--- config.mk ---
export PLATFORM = sky130hd
export DESIGN_NAME = compacting_list_store
export DESIGN_NICKNAME = d
export VERILOG_FILES = /design/src/rtl/cls_pkg.sv /design/src/rtl/cls_datapath.sv /design/src/rtl/cls_ctrl.sv /design/src/rtl/compacting_list_store.sv
export SDC_FILE = /design/constraint.sdc
export NUM_CORES = 2
export LEC_CHECK = 0
export BUFFER_PORTS_ARGS = -buffer_cell sky130_fd_sc_hd__clkbuf_2
export CAP_MARGIN = 20
export CORE_MARGIN = 4
export CORE_UTILIZATION = 30
export DETAILED_ROUTE_END_ITERATION = 8
export PLACE_DENSITY = 0.52
export SLEW_MARGIN = 20
export SYNTH_ARGS = -nofsm -noshare
export SYNTH_HDL_FRONTEND = slang
export SYNTH_SLANG_ARGS = --single-unit
--- constraint.sdc ---
create_clock -name clock -period 10.8 [get_ports clock]
set_input_delay 2.16 -clock clock [delete_from_list [all_inputs] [get_ports clock]]
set_output_delay 2.16 -clock clock [all_outputs]
set_load 0.02 [all_outputs]
--- src/rtl/cls_pkg.sv ---
// ----------------------------------------------------------------------------
// cls_pkg
// Shared types and codes for the compacting list store.
// ----------------------------------------------------------------------------
package cls_pkg;

   localparam int unsigned COMMAND_W = 3;
   localparam int unsigned VALUE_W   = 32;
   localparam int unsigned INDEX_W   = 6;
   localparam int unsigned COUNT_W   = 7;

   localparam logic [COMMAND_W-1:0] CMD_APPEND       = 3'd0;
   localparam logic [COMMAND_W-1:0] CMD_CONTAINS     = 3'd1;
   localparam logic [COMMAND_W-1:0] CMD_REMOVE_VALUE = 3'd2;
   localparam logic [COMMAND_W-1:0] CMD_REMOVE_INDEX = 3'd3;
   localparam logic [COMMAND_W-1:0] CMD_CLEAR        = 3'd4;

   typedef struct packed {
      logic [COMMAND_W-1:0] command;
      logic [VALUE_W-1:0]   item_value;
      logic [INDEX_W-1:0]   item_index;
   } req_payload_type;

   typedef struct packed {
      logic               success;
      logic [COUNT_W-1:0] entry_count;
   } rsp_payload_type;

   typedef enum logic [3:0] {
      DP_IDLE,
      DP_LOAD,
      DP_APPEND,
      DP_CLEAR,
      DP_REJECT,
      DP_FOUND,
      DP_SEARCH_START,
      DP_SCAN,
      DP_SHIFT_FROM_INDEX,
      DP_SHIFT_FROM_HIT,
      DP_SHIFT,
      DP_DELETE_DONE
   } dp_op_type;

   typedef struct packed {
      dp_op_type op;
   } dp_ctl_type;

   typedef struct packed {
      logic [COMMAND_W-1:0] command;
      logic                 full;
      logic                 index_ok;
      logic                 hit;
      logic                 scan_done;
   } dp_status_type;

endpackage

--- src/rtl/cls_datapath.sv ---
// ----------------------------------------------------------------------------
// cls_datapath
// Entry memory, count, scan pointer and response registers.
// ----------------------------------------------------------------------------
module cls_datapath #(
   parameter int unsigned CAPACITY    = 64,
   parameter int unsigned VALUE_WIDTH = 32
) (
   input  logic                     clock,
   input  logic                     reset,
   input  cls_pkg::req_payload_type req_data,
   input  cls_pkg::dp_ctl_type      ctl,
   output cls_pkg::dp_status_type   status,
   output cls_pkg::rsp_payload_type rsp_data
);

   localparam int unsigned AW = (CAPACITY > 1) ? $clog2(CAPACITY) : 1;
   localparam int unsigned CW = $clog2(CAPACITY + 1);
   localparam int unsigned IW = (CW > cls_pkg::INDEX_W) ? CW : cls_pkg::INDEX_W;
   localparam logic [CW-1:0] CAP_COUNT = CW'(CAPACITY);

   logic [VALUE_WIDTH-1:0] mem [CAPACITY];

   logic [cls_pkg::COMMAND_W-1:0] cmd_ff, cmd_in;
   logic [VALUE_WIDTH-1:0]        value_ff, value_in;
   logic [cls_pkg::INDEX_W-1:0]   idx_ff, idx_in;
   logic [CW-1:0]                 count_ff, count_in;
   logic [CW-1:0]                 ptr_ff, ptr_in;
   logic [AW-1:0]                 rd_addr_ff, rd_addr_in;
   logic                          rvalid_ff, rvalid_in;
   logic [VALUE_WIDTH-1:0]        rdata_ff;
   logic                          success_ff, success_in;
   logic [cls_pkg::COUNT_W-1:0]   rsp_count_ff;
   logic                          rsp_load;

   logic                   rd_en;
   logic                   wr_en;
   logic [AW-1:0]          wr_addr;
   logic [VALUE_WIDTH-1:0] wr_data;
   logic                   issue;
   logic [IW-1:0]          idx_ext;
   logic [IW-1:0]          count_ext;

   assign issue     = (ptr_ff < count_ff);
   assign idx_ext   = IW'(idx_ff);
   assign count_ext = IW'(count_ff);

   always_comb begin
      cmd_in     = cmd_ff;
      value_in   = value_ff;
      idx_in     = idx_ff;
      count_in   = count_ff;
      ptr_in     = ptr_ff;
      rd_addr_in = rd_addr_ff;
      rvalid_in  = rvalid_ff;
      success_in = success_ff;
      rsp_load   = 1'b0;
      rd_en      = 1'b0;
      wr_en      = 1'b0;
      wr_addr    = count_ff[AW-1:0];
      wr_data    = value_ff;
      unique case (ctl.op)
         cls_pkg::DP_IDLE: begin
         end
         cls_pkg::DP_LOAD: begin
            cmd_in   = req_data.command;
            value_in = VALUE_WIDTH'(req_data.item_value);
            idx_in   = req_data.item_index;
         end
         cls_pkg::DP_APPEND: begin
            wr_en      = 1'b1;
            count_in   = count_ff + 1'b1;
            success_in = 1'b1;
            rsp_load   = 1'b1;
         end
         cls_pkg::DP_CLEAR: begin
            count_in   = '0;
            success_in = 1'b1;
            rsp_load   = 1'b1;
         end
         cls_pkg::DP_REJECT: begin
            success_in = 1'b0;
            rsp_load   = 1'b1;
         end
         cls_pkg::DP_FOUND: begin
            success_in = 1'b1;
            rsp_load   = 1'b1;
         end
         cls_pkg::DP_SEARCH_START: begin
            ptr_in    = '0;
            rvalid_in = 1'b0;
         end
         cls_pkg::DP_SCAN: begin
            rd_en      = issue;
            rd_addr_in = issue ? ptr_ff[AW-1:0] : rd_addr_ff;
            ptr_in     = issue ? ptr_ff + 1'b1 : ptr_ff;
            rvalid_in  = issue;
         end
         cls_pkg::DP_SHIFT_FROM_INDEX: begin
            ptr_in    = CW'(idx_ext + 1'b1);
            rvalid_in = 1'b0;
         end
         cls_pkg::DP_SHIFT_FROM_HIT: begin
            ptr_in    = CW'(rd_addr_ff) + 1'b1;
            rvalid_in = 1'b0;
         end
         cls_pkg::DP_SHIFT: begin
            rd_en      = issue;
            rd_addr_in = issue ? ptr_ff[AW-1:0] : rd_addr_ff;
            ptr_in     = issue ? ptr_ff + 1'b1 : ptr_ff;
            rvalid_in  = issue;
            wr_en      = rvalid_ff;
            wr_addr    = rd_addr_ff - 1'b1;
            wr_data    = rdata_ff;
         end
         cls_pkg::DP_DELETE_DONE: begin
            count_in   = count_ff - 1'b1;
            success_in = 1'b1;
            rsp_load   = 1'b1;
         end
         default: begin
         end
      endcase
   end

   always_ff @(posedge clock) begin
      if (wr_en) begin
         mem[wr_addr] <= wr_data;
      end
      if (rd_en) begin
         rdata_ff <= mem[rd_addr_in];
      end
   end

   always_ff @(posedge clock) begin
      if (reset) begin
         count_ff  <= '0;
         rvalid_ff <= 1'b0;
      end else begin
         count_ff  <= count_in;
         rvalid_ff <= rvalid_in;
      end
   end

   always_ff @(posedge clock) begin
      cmd_ff     <= cmd_in;
      value_ff   <= value_in;
      idx_ff     <= idx_in;
      ptr_ff     <= ptr_in;
      rd_addr_ff <= rd_addr_in;
      success_ff <= success_in;
      if (rsp_load) begin
         rsp_count_ff <= cls_pkg::COUNT_W'(count_in);
      end
   end

   assign status.command   = cmd_ff;
   assign status.full      = (count_ff >= CAP_COUNT);
   assign status.index_ok  = (idx_ext < count_ext);
   assign status.hit       = rvalid_ff && (rdata_ff == value_ff);
   assign status.scan_done = !rvalid_ff && !issue;

   assign rsp_data.success     = success_ff;
   assign rsp_data.entry_count = rsp_count_ff;

endmodule

--- src/rtl/cls_ctrl.sv ---
// ----------------------------------------------------------------------------
// cls_ctrl
// Command sequencer and handshake control for the compacting list store.
// ----------------------------------------------------------------------------
module cls_ctrl (
   input  logic                   clock,
   input  logic                   reset,
   input  logic                   req_valid,
   output logic                   req_ready,
   output logic                   rsp_valid,
   input  logic                   rsp_ready,
   input  cls_pkg::dp_status_type status,
   output cls_pkg::dp_ctl_type    ctl
);

   typedef enum logic [2:0] {
      ST_IDLE,
      ST_DISPATCH,
      ST_SEARCH,
      ST_SHIFT,
      ST_RESPOND
   } state_type;

   state_type state_ff, state_in;
   logic      req_ready_ff;
   logic      rsp_valid_ff;

   always_comb begin
      state_in = state_ff;
      ctl.op   = cls_pkg::DP_IDLE;
      unique case (state_ff)
         ST_IDLE: begin
            if (req_valid) begin
               ctl.op   = cls_pkg::DP_LOAD;
               state_in = ST_DISPATCH;
            end
         end
         ST_DISPATCH: begin
            state_in = ST_RESPOND;
            unique case (status.command)
               cls_pkg::CMD_APPEND: begin
                  ctl.op = status.full ? cls_pkg::DP_REJECT : cls_pkg::DP_APPEND;
               end
               cls_pkg::CMD_CONTAINS, cls_pkg::CMD_REMOVE_VALUE: begin
                  ctl.op   = cls_pkg::DP_SEARCH_START;
                  state_in = ST_SEARCH;
               end
               cls_pkg::CMD_REMOVE_INDEX: begin
                  if (status.index_ok) begin
                     ctl.op   = cls_pkg::DP_SHIFT_FROM_INDEX;
                     state_in = ST_SHIFT;
                  end else begin
                     ctl.op = cls_pkg::DP_REJECT;
                  end
               end
               cls_pkg::CMD_CLEAR: begin
                  ctl.op = cls_pkg::DP_CLEAR;
               end
               default: begin
                  ctl.op = cls_pkg::DP_REJECT;
               end
            endcase
         end
         ST_SEARCH: begin
            priority if (status.hit) begin
               if (status.command == cls_pkg::CMD_CONTAINS) begin
                  ctl.op   = cls_pkg::DP_FOUND;
                  state_in = ST_RESPOND;
               end else begin
                  ctl.op   = cls_pkg::DP_SHIFT_FROM_HIT;
                  state_in = ST_SHIFT;
               end
            end else if (status.scan_done) begin
               ctl.op   = cls_pkg::DP_REJECT;
               state_in = ST_RESPOND;
            end else begin
               ctl.op = cls_pkg::DP_SCAN;
            end
         end
         ST_SHIFT: begin
            if (status.scan_done) begin
               ctl.op   = cls_pkg::DP_DELETE_DONE;
               state_in = ST_RESPOND;
            end else begin
               ctl.op = cls_pkg::DP_SHIFT;
            end
         end
         ST_RESPOND: begin
            if (rsp_ready) begin
               state_in = ST_IDLE;
            end
         end
         default: begin
            state_in = ST_IDLE;
         end
      endcase
   end

   always_ff @(posedge clock) begin
      if (reset) begin
         state_ff     <= ST_IDLE;
         req_ready_ff <= 1'b1;
         rsp_valid_ff <= 1'b0;
      end else begin
         state_ff     <= state_in;
         req_ready_ff <= (state_in == ST_IDLE);
         rsp_valid_ff <= (state_in == ST_RESPOND);
      end
   end

   assign req_ready = req_ready_ff;
   assign rsp_valid = rsp_valid_ff;

endmodule

--- src/rtl/compacting_list_store.sv ---
// ----------------------------------------------------------------------------
// compacting_list_store
// Dense ordered store of values with append, lookup, delete and clear.
// ----------------------------------------------------------------------------
// One transaction is handled at a time and each gives one response. Append,
// clear, a rejected command and remove at an index at or past the count are
// settled in the dispatch state and go straight to the response. Contains and
// remove by value walk the entry memory one entry per cycle until a hit or
// the end of the list. A delete then moves every later entry down one place
// per cycle. The entry memory has one read port and one write port. Entries
// need no clearing after reset.
module compacting_list_store #(
   parameter int unsigned CAPACITY    = 64,
   parameter int unsigned VALUE_WIDTH = 32
) (
   input  logic                     clock,
   input  logic                     reset,
   input  logic                     req_valid,
   output logic                     req_ready,
   input  cls_pkg::req_payload_type req_data,
   output logic                     rsp_valid,
   input  logic                     rsp_ready,
   output cls_pkg::rsp_payload_type rsp_data
);

   cls_pkg::dp_ctl_type    ctl;
   cls_pkg::dp_status_type status;

   cls_ctrl u_ctrl (
      .clock     (clock),
      .reset     (reset),
      .req_valid (req_valid),
      .req_ready (req_ready),
      .rsp_valid (rsp_valid),
      .rsp_ready (rsp_ready),
      .status    (status),
      .ctl       (ctl)
   );

   cls_datapath #(
      .CAPACITY    (CAPACITY),
      .VALUE_WIDTH (VALUE_WIDTH)
   ) u_datapath (
      .clock    (clock),
      .reset    (reset),
      .req_data (req_data),
      .ctl      (ctl),
      .status   (status),
      .rsp_data (rsp_data)
   );

endmodule
# Word-level counts from Yosys, hierarchy flattened

Memory sizes are Yosys's and may differ from the RTL's. A register that Yosys moved wholly into a read port is not among the register bits.
Cells that the tools add are included.

Register bits: 75
Latch bits: 0
RAM bits: 2048
Memory bits (read-only): 0
Bits of input ports: 45
Memories kept: 1

$add $sub $neg: 6
Multiply operators: 0
Divide/modulo/power cells: 0
Order comparisons: 3
Equal/unequal tests: 22
Shift-type cells: 0
Mux-type cells: 31
Bitwise operators: 0
Reduce and logical (&&, ||, !) cells: 16

Memories:

| memory         | words | bits a word | read ports | clocked after memory_dff | write ports | RTL line           | text |
|---|---|---|---|---|---|---|---|
| u_datapath.mem | 64    | 32          | 1          | 1                        | 1           | cls_datapath.sv:22 | `logic [VALUE_WIDTH-1:0] mem [CAPACITY];` |

Operator list:

| kind                                                                   | number |
|---|---|
| 32-bit equality test                                                   | 1 |
| 32-bit 2-to-1 mux                                                      | 1 |
| 4-bit case mux with 4 select lines                                     | 2 |
| 7-bit case mux with 4 select lines                                     | 1 |
| 3-bit 2-to-1 mux                                                       | 7 |
| 7-bit case mux with 3 select lines                                     | 1 |
| 6-bit 2-to-1 mux                                                       | 3 |
| 4-bit by 3-bit equality test with 1-bit output (second input constant) | 4 |
| 4-bit equality test (second input constant)                            | 4 |
| 3-bit case mux with 5 select lines                                     | 1 |
| 6-bit by 1-bit adder with 7-bit output (second input constant)         | 2 |
| 7-bit by 1-bit adder with 7-bit output (second input constant)         | 2 |
| 3-bit by 2-bit equality test with 1-bit output (second input constant) | 4 |
| 4-bit 2-to-1 mux                                                       | 3 |
| 3-bit equality test (second input constant)                            | 3 |
| 3-bit zero test                                                        | 3 |
| 4-bit by 2-bit equality test with 1-bit output (second input constant) | 2 |
| 7-bit greater-or-equal comparator (second input constant)              | 1 |
| 6-bit by 7-bit < comparator with 1-bit output                          | 1 |
| 7-bit < comparator                                                     | 1 |
| 7-bit 2-to-1 mux                                                       | 1 |
| 7-bit by 1-bit subtractor with 7-bit output (second input constant)    | 1 |
| 3-bit by 1-bit equality test with 1-bit output (second input constant) | 2 |
| 1-bit 2-to-1 mux                                                       | 6 |
| other kinds (15)                                                       | 21 |

# Longest topological paths before layout

Depth in word-level cells: 10
Gate-level depth with buffers: 17
Gate-level depth less buffers: 17

# Cells and area by module

A second synthesis with hierarchy kept.

Cell total of the unflattened synthesis: 6403
Area, all modules: 86430.4 µm²

Modules (own cells, without submodules):

| module       | times used | cells an instance | area an instance (µm²) | seq. area each (µm²) |
|---|---|---|---|---|
| cls_datapath | 1          | 6342              | 85973.7                | 64421.8 |
| cls_ctrl     | 1          | 61                | 456.7                  | 100.1 |

# Least setup slack after synthesis

Ideal clock, no wire load.

Path kind: register -> register
Start point: reg u_datapath.count_ff[2], in the netlist u_datapath.count_ext[2]
End point: mem u_datapath.mem[24][0], enable pin
Setup time: 0.502 ns
Arrival: 6.071 ns
Required time: 10.298 ns
Slack: 4.227 ns
Stages on the path, launching flop included: 14
Path buffers: 2
Clock period less this slack: 6.573 ns
Path through: dfxtp_1 > inv_1 > ha_1 > a21oi_1 > o21ai_1 > a21oi_1 > nor2_1 > nand2_1 > inv_1 > or3b_2 > o21bai_1 > clkbuf_1 > clkbuf_1 > nor4_1

Word-level cells in the longest chain between the ends: 10
Elaborated cells on any way between the ends: 18

Ends and longest elaborated chain:

| item                                                                                  | RTL line            | text |
|---|---|---|
| from (decl)                                                                           | cls_datapath.sv:27  | `logic [CW-1:0] count_ff, count_in;` |
| from (signal assigned)                                                                | cls_datapath.sv:140 | `count_ff <= count_in;` |
| 7-bit < comparator                                                                    | cls_datapath.sv:44  | `assign issue = (ptr_ff < count_ff);` |
| 1-bit zero test                                                                       | cls_datapath.sv:161 | `assign status.scan_done = !rvalid_ff && !issue;` |
| 1-bit logical AND                                                                     | cls_datapath.sv:161 |  |
| 2-bit 2-to-1 mux                                                                      | cls_ctrl.sv:73      | `end else if (status.scan_done) begin` |
| 4-bit 2-to-1 mux                                                                      | cls_ctrl.sv:65      | `priority if (status.hit) begin` |
| 4-bit case mux with 4 select lines                                                    | cls_ctrl.sv:31      | `unique case (state_ff)` |
| 4-bit equality test or 4-bit by 2-bit equality test with 1-bit output (tied branches) | cls_datapath.sv:62  | `unique case (ctl.op)` |
| 1-bit case mux with 2 select lines                                                    | cls_datapath.sv:62  |  |
| 1-bit 2-to-1 mux                                                                      | cls_datapath.sv:127 | `if (wr_en) begin` |
| 1-bit 2-to-1 mux (implied by the code)                                                | cls_datapath.sv:128 | `mem[wr_addr] <= wr_data;` |
| to (decl)                                                                             | cls_datapath.sv:22  |  |

Parallel ways exist; a longest one is shown, timed or not.

# Final worst setup path

Start point: reg u_datapath.count_ff[2], in the netlist u_datapath.count_ext[2]
End point: reg u_datapath.rdata_ff[13] (read register of u_datapath.mem), data pin

Word-level cells in the longest chain between the ends: 9
Elaborated cells on any way between the ends: 18

Ends and longest elaborated chain:

| item                                                                                  | RTL line            | text |
|---|---|---|
| 7-bit < comparator                                                                    | cls_datapath.sv:44  |  |
| 1-bit zero test                                                                       | cls_datapath.sv:161 |  |
| 1-bit logical AND                                                                     | cls_datapath.sv:161 |  |
| 2-bit 2-to-1 mux                                                                      | cls_ctrl.sv:73      |  |
| 4-bit 2-to-1 mux                                                                      | cls_ctrl.sv:65      |  |
| 4-bit case mux with 4 select lines                                                    | cls_ctrl.sv:31      |  |
| 4-bit by 3-bit equality test with 1-bit output or 4-bit equality test (tied branches) | cls_datapath.sv:62  |  |
| 2-bit OR reduction (no line)                                                          | --                  |  |
| 6-bit 2-to-1 mux or 1-bit 2-to-1 mux (tied branches)                                  | --                  |  |
| to (decl)                                                                             | cls_datapath.sv:31  | `logic [VALUE_WIDTH-1:0] rdata_ff;` |

Parallel ways exist; a longest one is shown, timed or not.
A chain may end at the register's enable or synchronous reset.

==> impl_results.md <==
* Ports at 55
* Post_cts resized at 0
* Core area at 286,000 µm²
* Status: completed
* Worst setup EP type: flop
* Post-Syn Area at 86,200 µm²
* Area growth from synthesis to layout at 14.4%
* Highest Signal Layer: met5
* Final Cycle Share at 0.640
* Metal2 WL at 130 mm
* Post-synth ARST share at 0
* Synth area leader: edfxtp_1
* Max-cap violation count at 0
* CP required at 11.53 ns
* CP Launch Type: flop
* Setup_tns at 0 ns
* Post-DRT Antenna Nets at 0
* Number of port buffers at 54
* Setup bufs post-CTS at 0
* RSZ-0062 raised after global routing: no
* Syn_nets at 6,767
* RePlAce Congestion at 0.917
* Drt total wl at 287 mm
* Reg-to-Reg Start: u_datapath.count_ext[2]
* Syn. warnings at 0
* GR Overflow Total at 0
* Yosys reg bits at 2,155
* Clock-pin slew on the worst setup and hold paths at 0.06 ns
* Register Area at 64,500 µm²
* Fin util at 0.345
* Routed WL per cell at 26.7 µm
* Syn_area_per_cell at 12.9 µm²
* Post-synth EDFFs at 2,136
* Via count at 56,467
* Fraction of layout cells with a size suffix above 1 at 0.0991
* Post-Syn Instances at 6,703
* Min-delay src: u_datapath.rvalid_ff
* Post-synth top area share at 0.744
* Fin crit period at 6.92 ns
* Critical path startpoint: u_datapath.count_ext[2]
* Vias in the first global route at 53,078
* Synth Flop Type: edfxtp_1
* CTS tree: yes
* Die Y at 544 µm
* # DRC at 0
* Initial antenna violation count at 25
* Seq/Total Area, Yosys at 0.748
* Clock root buffer: clkbuf_16
* DRT Pass-1 Iters at 6
* Starting Density at 0.302
* CP max FO at 108
* Comb pwr share at 0.066
* Largest net degree at the start of global routing at 180
* Initial drt markers at 7,989
* Critical path class: reg -> reg
* P_sw at 4130 µW
* Row count at 196
* Max Slew Vio Count at 0
* Worst vdd ir at 0.000148 V
* Fmax at 145 MHz
* Critical Path AT at 7.65 ns
* First-pass GRT wire length at 402 mm
* Post-CTS Hold Buffers at 0
* CTS Buf Count at 221
* Hold Crit Class: reg -> reg
* Hold Violations, Final at 0
* Sequential share of power at 0.521
* Met1 wire length at 119 mm
* P_leak at 0.0331 µW
* DIE WIDTH at 544 µm
* Synth cell types at 68
* Power density over the cells at 181 nW/µm²
* Worst slew pin tran at 1.25 ns
* Final Skew at 0.0370 ns
* Switching part of the total at 0.232
* Final setup viols at 0
* Worst-skew pair later-pin latency at 0.87 ns
* Clk buf depth at 3
* WL met3 at 26.8 mm
* Final nets at 6,830
* Relative max-transition margin at 0.167
* GRT Util Overall at 0.188
* Synth top area cells: edfxtp_1, nand2_1, nand3_1, a21oi_1, mux2i_1
* Post-DP HPWL at 154 mm
* H-tree levels at 4
* Int Pwr at 13,700 µW
* Fillers at 27,557
* CTS sink cnt at 2,155
* Multi-input gate area at 20,500 µm²
* Die area at 296,000 µm²
* Via density at 5.27
* Part of the power in the clock network at 0.413
[cell families after synthesis]
logic type / after synthesis / synth area share
xor+xnor: 46 / 0.00467
buf+inv: 448 / 0.0215
flops: 2155 / 0.748
mux: 103 / 0.0120
fa+ha+maj: 19 / 0.00284
compound gates: 565 / 0.0423
simple gates: 3367 / 0.168
[cells in the mapped netlist, types with 6 or more instances]
cell and count:
or3_1 6, a2111oi_0 32, mux2i_1 102, nand3_1 999, ha_1 18, a22oi_1 17
nor4_1 47, a211oi_1 31, nor3_1 120, buf_1 33, nand4_1 73, o211ai_1 8
a32oi_1 15, buf_2 127, o21ai_0 23, o221ai_1 11, inv_1 40, xnor2_1 11
a31oi_1 18, a21oi_1 282, dfxtp_1 19, o2111ai_1 7, a21boi_1 9, a21o_1 16
o211a_1 34, a22o_1 7, and2_1 6, nor2b_1 10, nand2_1 2010, and3_1 6
o21ai_1 11, xor2_1 35, clkbuf_1 241, edfxtp_1 2136, nor2_1 64
[stage by stage]
stage | power, µW | hold WS [ns] | std cells | setup WS (ns) | cell area (µm²)
2_1_floorplan | 10100 | 0.508 | 6703 | 4.23 | 86200
3_3_place_gp | 10600 | 0.645 | 10302 | 3.31 | 91600
3_5_place_dp | 10600 | 0.646 | 10305 | 4.05 | 91700
4_1_cts | 18000 | 0.650 | 10718 | 4.01 | 98600
5_1_grt | 18400 | 0.700 | 10719 | 3.59 | 98600
6_report | 17900 | 0.666 | 10723 | 3.88 | 98600
[sequential cells by signal (all words and copies together), names as in the netlist]
name,count
u_ctrl.req_ready,1
u_datapath.rdata_ff,32
u_ctrl.state_ff,3
u_ctrl.rsp_valid,1
u_datapath.idx_ff,6
u_datapath.count_ext,7
u_datapath.success_ff,1
u_datapath.cmd_ff,3
u_datapath.rsp_count_ff,7
u_datapath.mem,2048
u_datapath.rd_addr_ff,6
u_datapath.ptr_ff,7
u_datapath.rvalid_ff,1
u_datapath.value_ff,32
[layout by cell type (no fill, tap or decap), drive strengths merged, types with 49 or more instances in the layout]
| master | instances |
|---|---|
| inv | 49 |
| nor2 | 64 |
| clkinv | 113 |
| edfxtp | 2136 |
| nand2 | 2010 |
| a21oi | 282 |
| nand4 | 73 |
| clkbuf | 325 |
| nand3 | 999 |
| nor3 | 120 |
| mux2i | 102 |
| buf | 191 |
[power by group through the flow]
stage | clock network (µW) | logic [µW] | registers (µW)
final | 7380 | 1180 | 9300
after global routing | 7860 | 1250 | 9290
after CTS | 7510 | 1170 | 9300
after detailed placement | 0 | 1160 | 9470
after global placement | 0 | 1140 | 9470
after floorplan | 0 | 629 | 9470
[critical path: stages (launching register included)]
cell and delay [ns]:
dfxtp_1 0.46, inv_1 0.19, ha_1 0.34, a21oi_1 0.14, o21ai_1 0.19, a21oi_1 0.56, and3_1 0.76, a211oi_4 0.18
inv_8 0.52, buf_4 0.82, buf_4 0.72, nand2_1 0.11, nand3_1 0.11, nand3_1 0.09, nor4_1 1.04, o211a_1 0.28
[metal layers]
layer	GRT usage	vias to the layer above
li1	-	24629
met1	0.260	28725
met2	0.295	2613
met3	0.0386	496
met4	0.0661	4
met5	0	-
[layout make-up]
type / instances / share of cell area
Sequential cell: 2155 / 0.654
Multi-Input combinational cell: 4100 / 0.208
Clock buffer: 271 / 0.0590
Tap cell: 3762 / 0.0477
Timing Repair Buffer: 245 / 0.0180
Clock inverter: 142 / 0.0111
Inverter: 43 / 0.00179
Antenna cell: 5 / 0.000127
[worst paths after layout]
| path | to | slack (ns) | cells past startpoint |
|---|---|---|---|
| min | u_datapath.rvalid_ff | 0.67 | 2 |
| min reg2reg | u_datapath.rvalid_ff | 0.67 | 2 |
| max | u_datapath.rdata_ff[13] | 3.88 | 15 |
| max reg2reg | u_datapath.rdata_ff[13] | 3.88 | 15 |
Power figures use the tool's default switching activity.
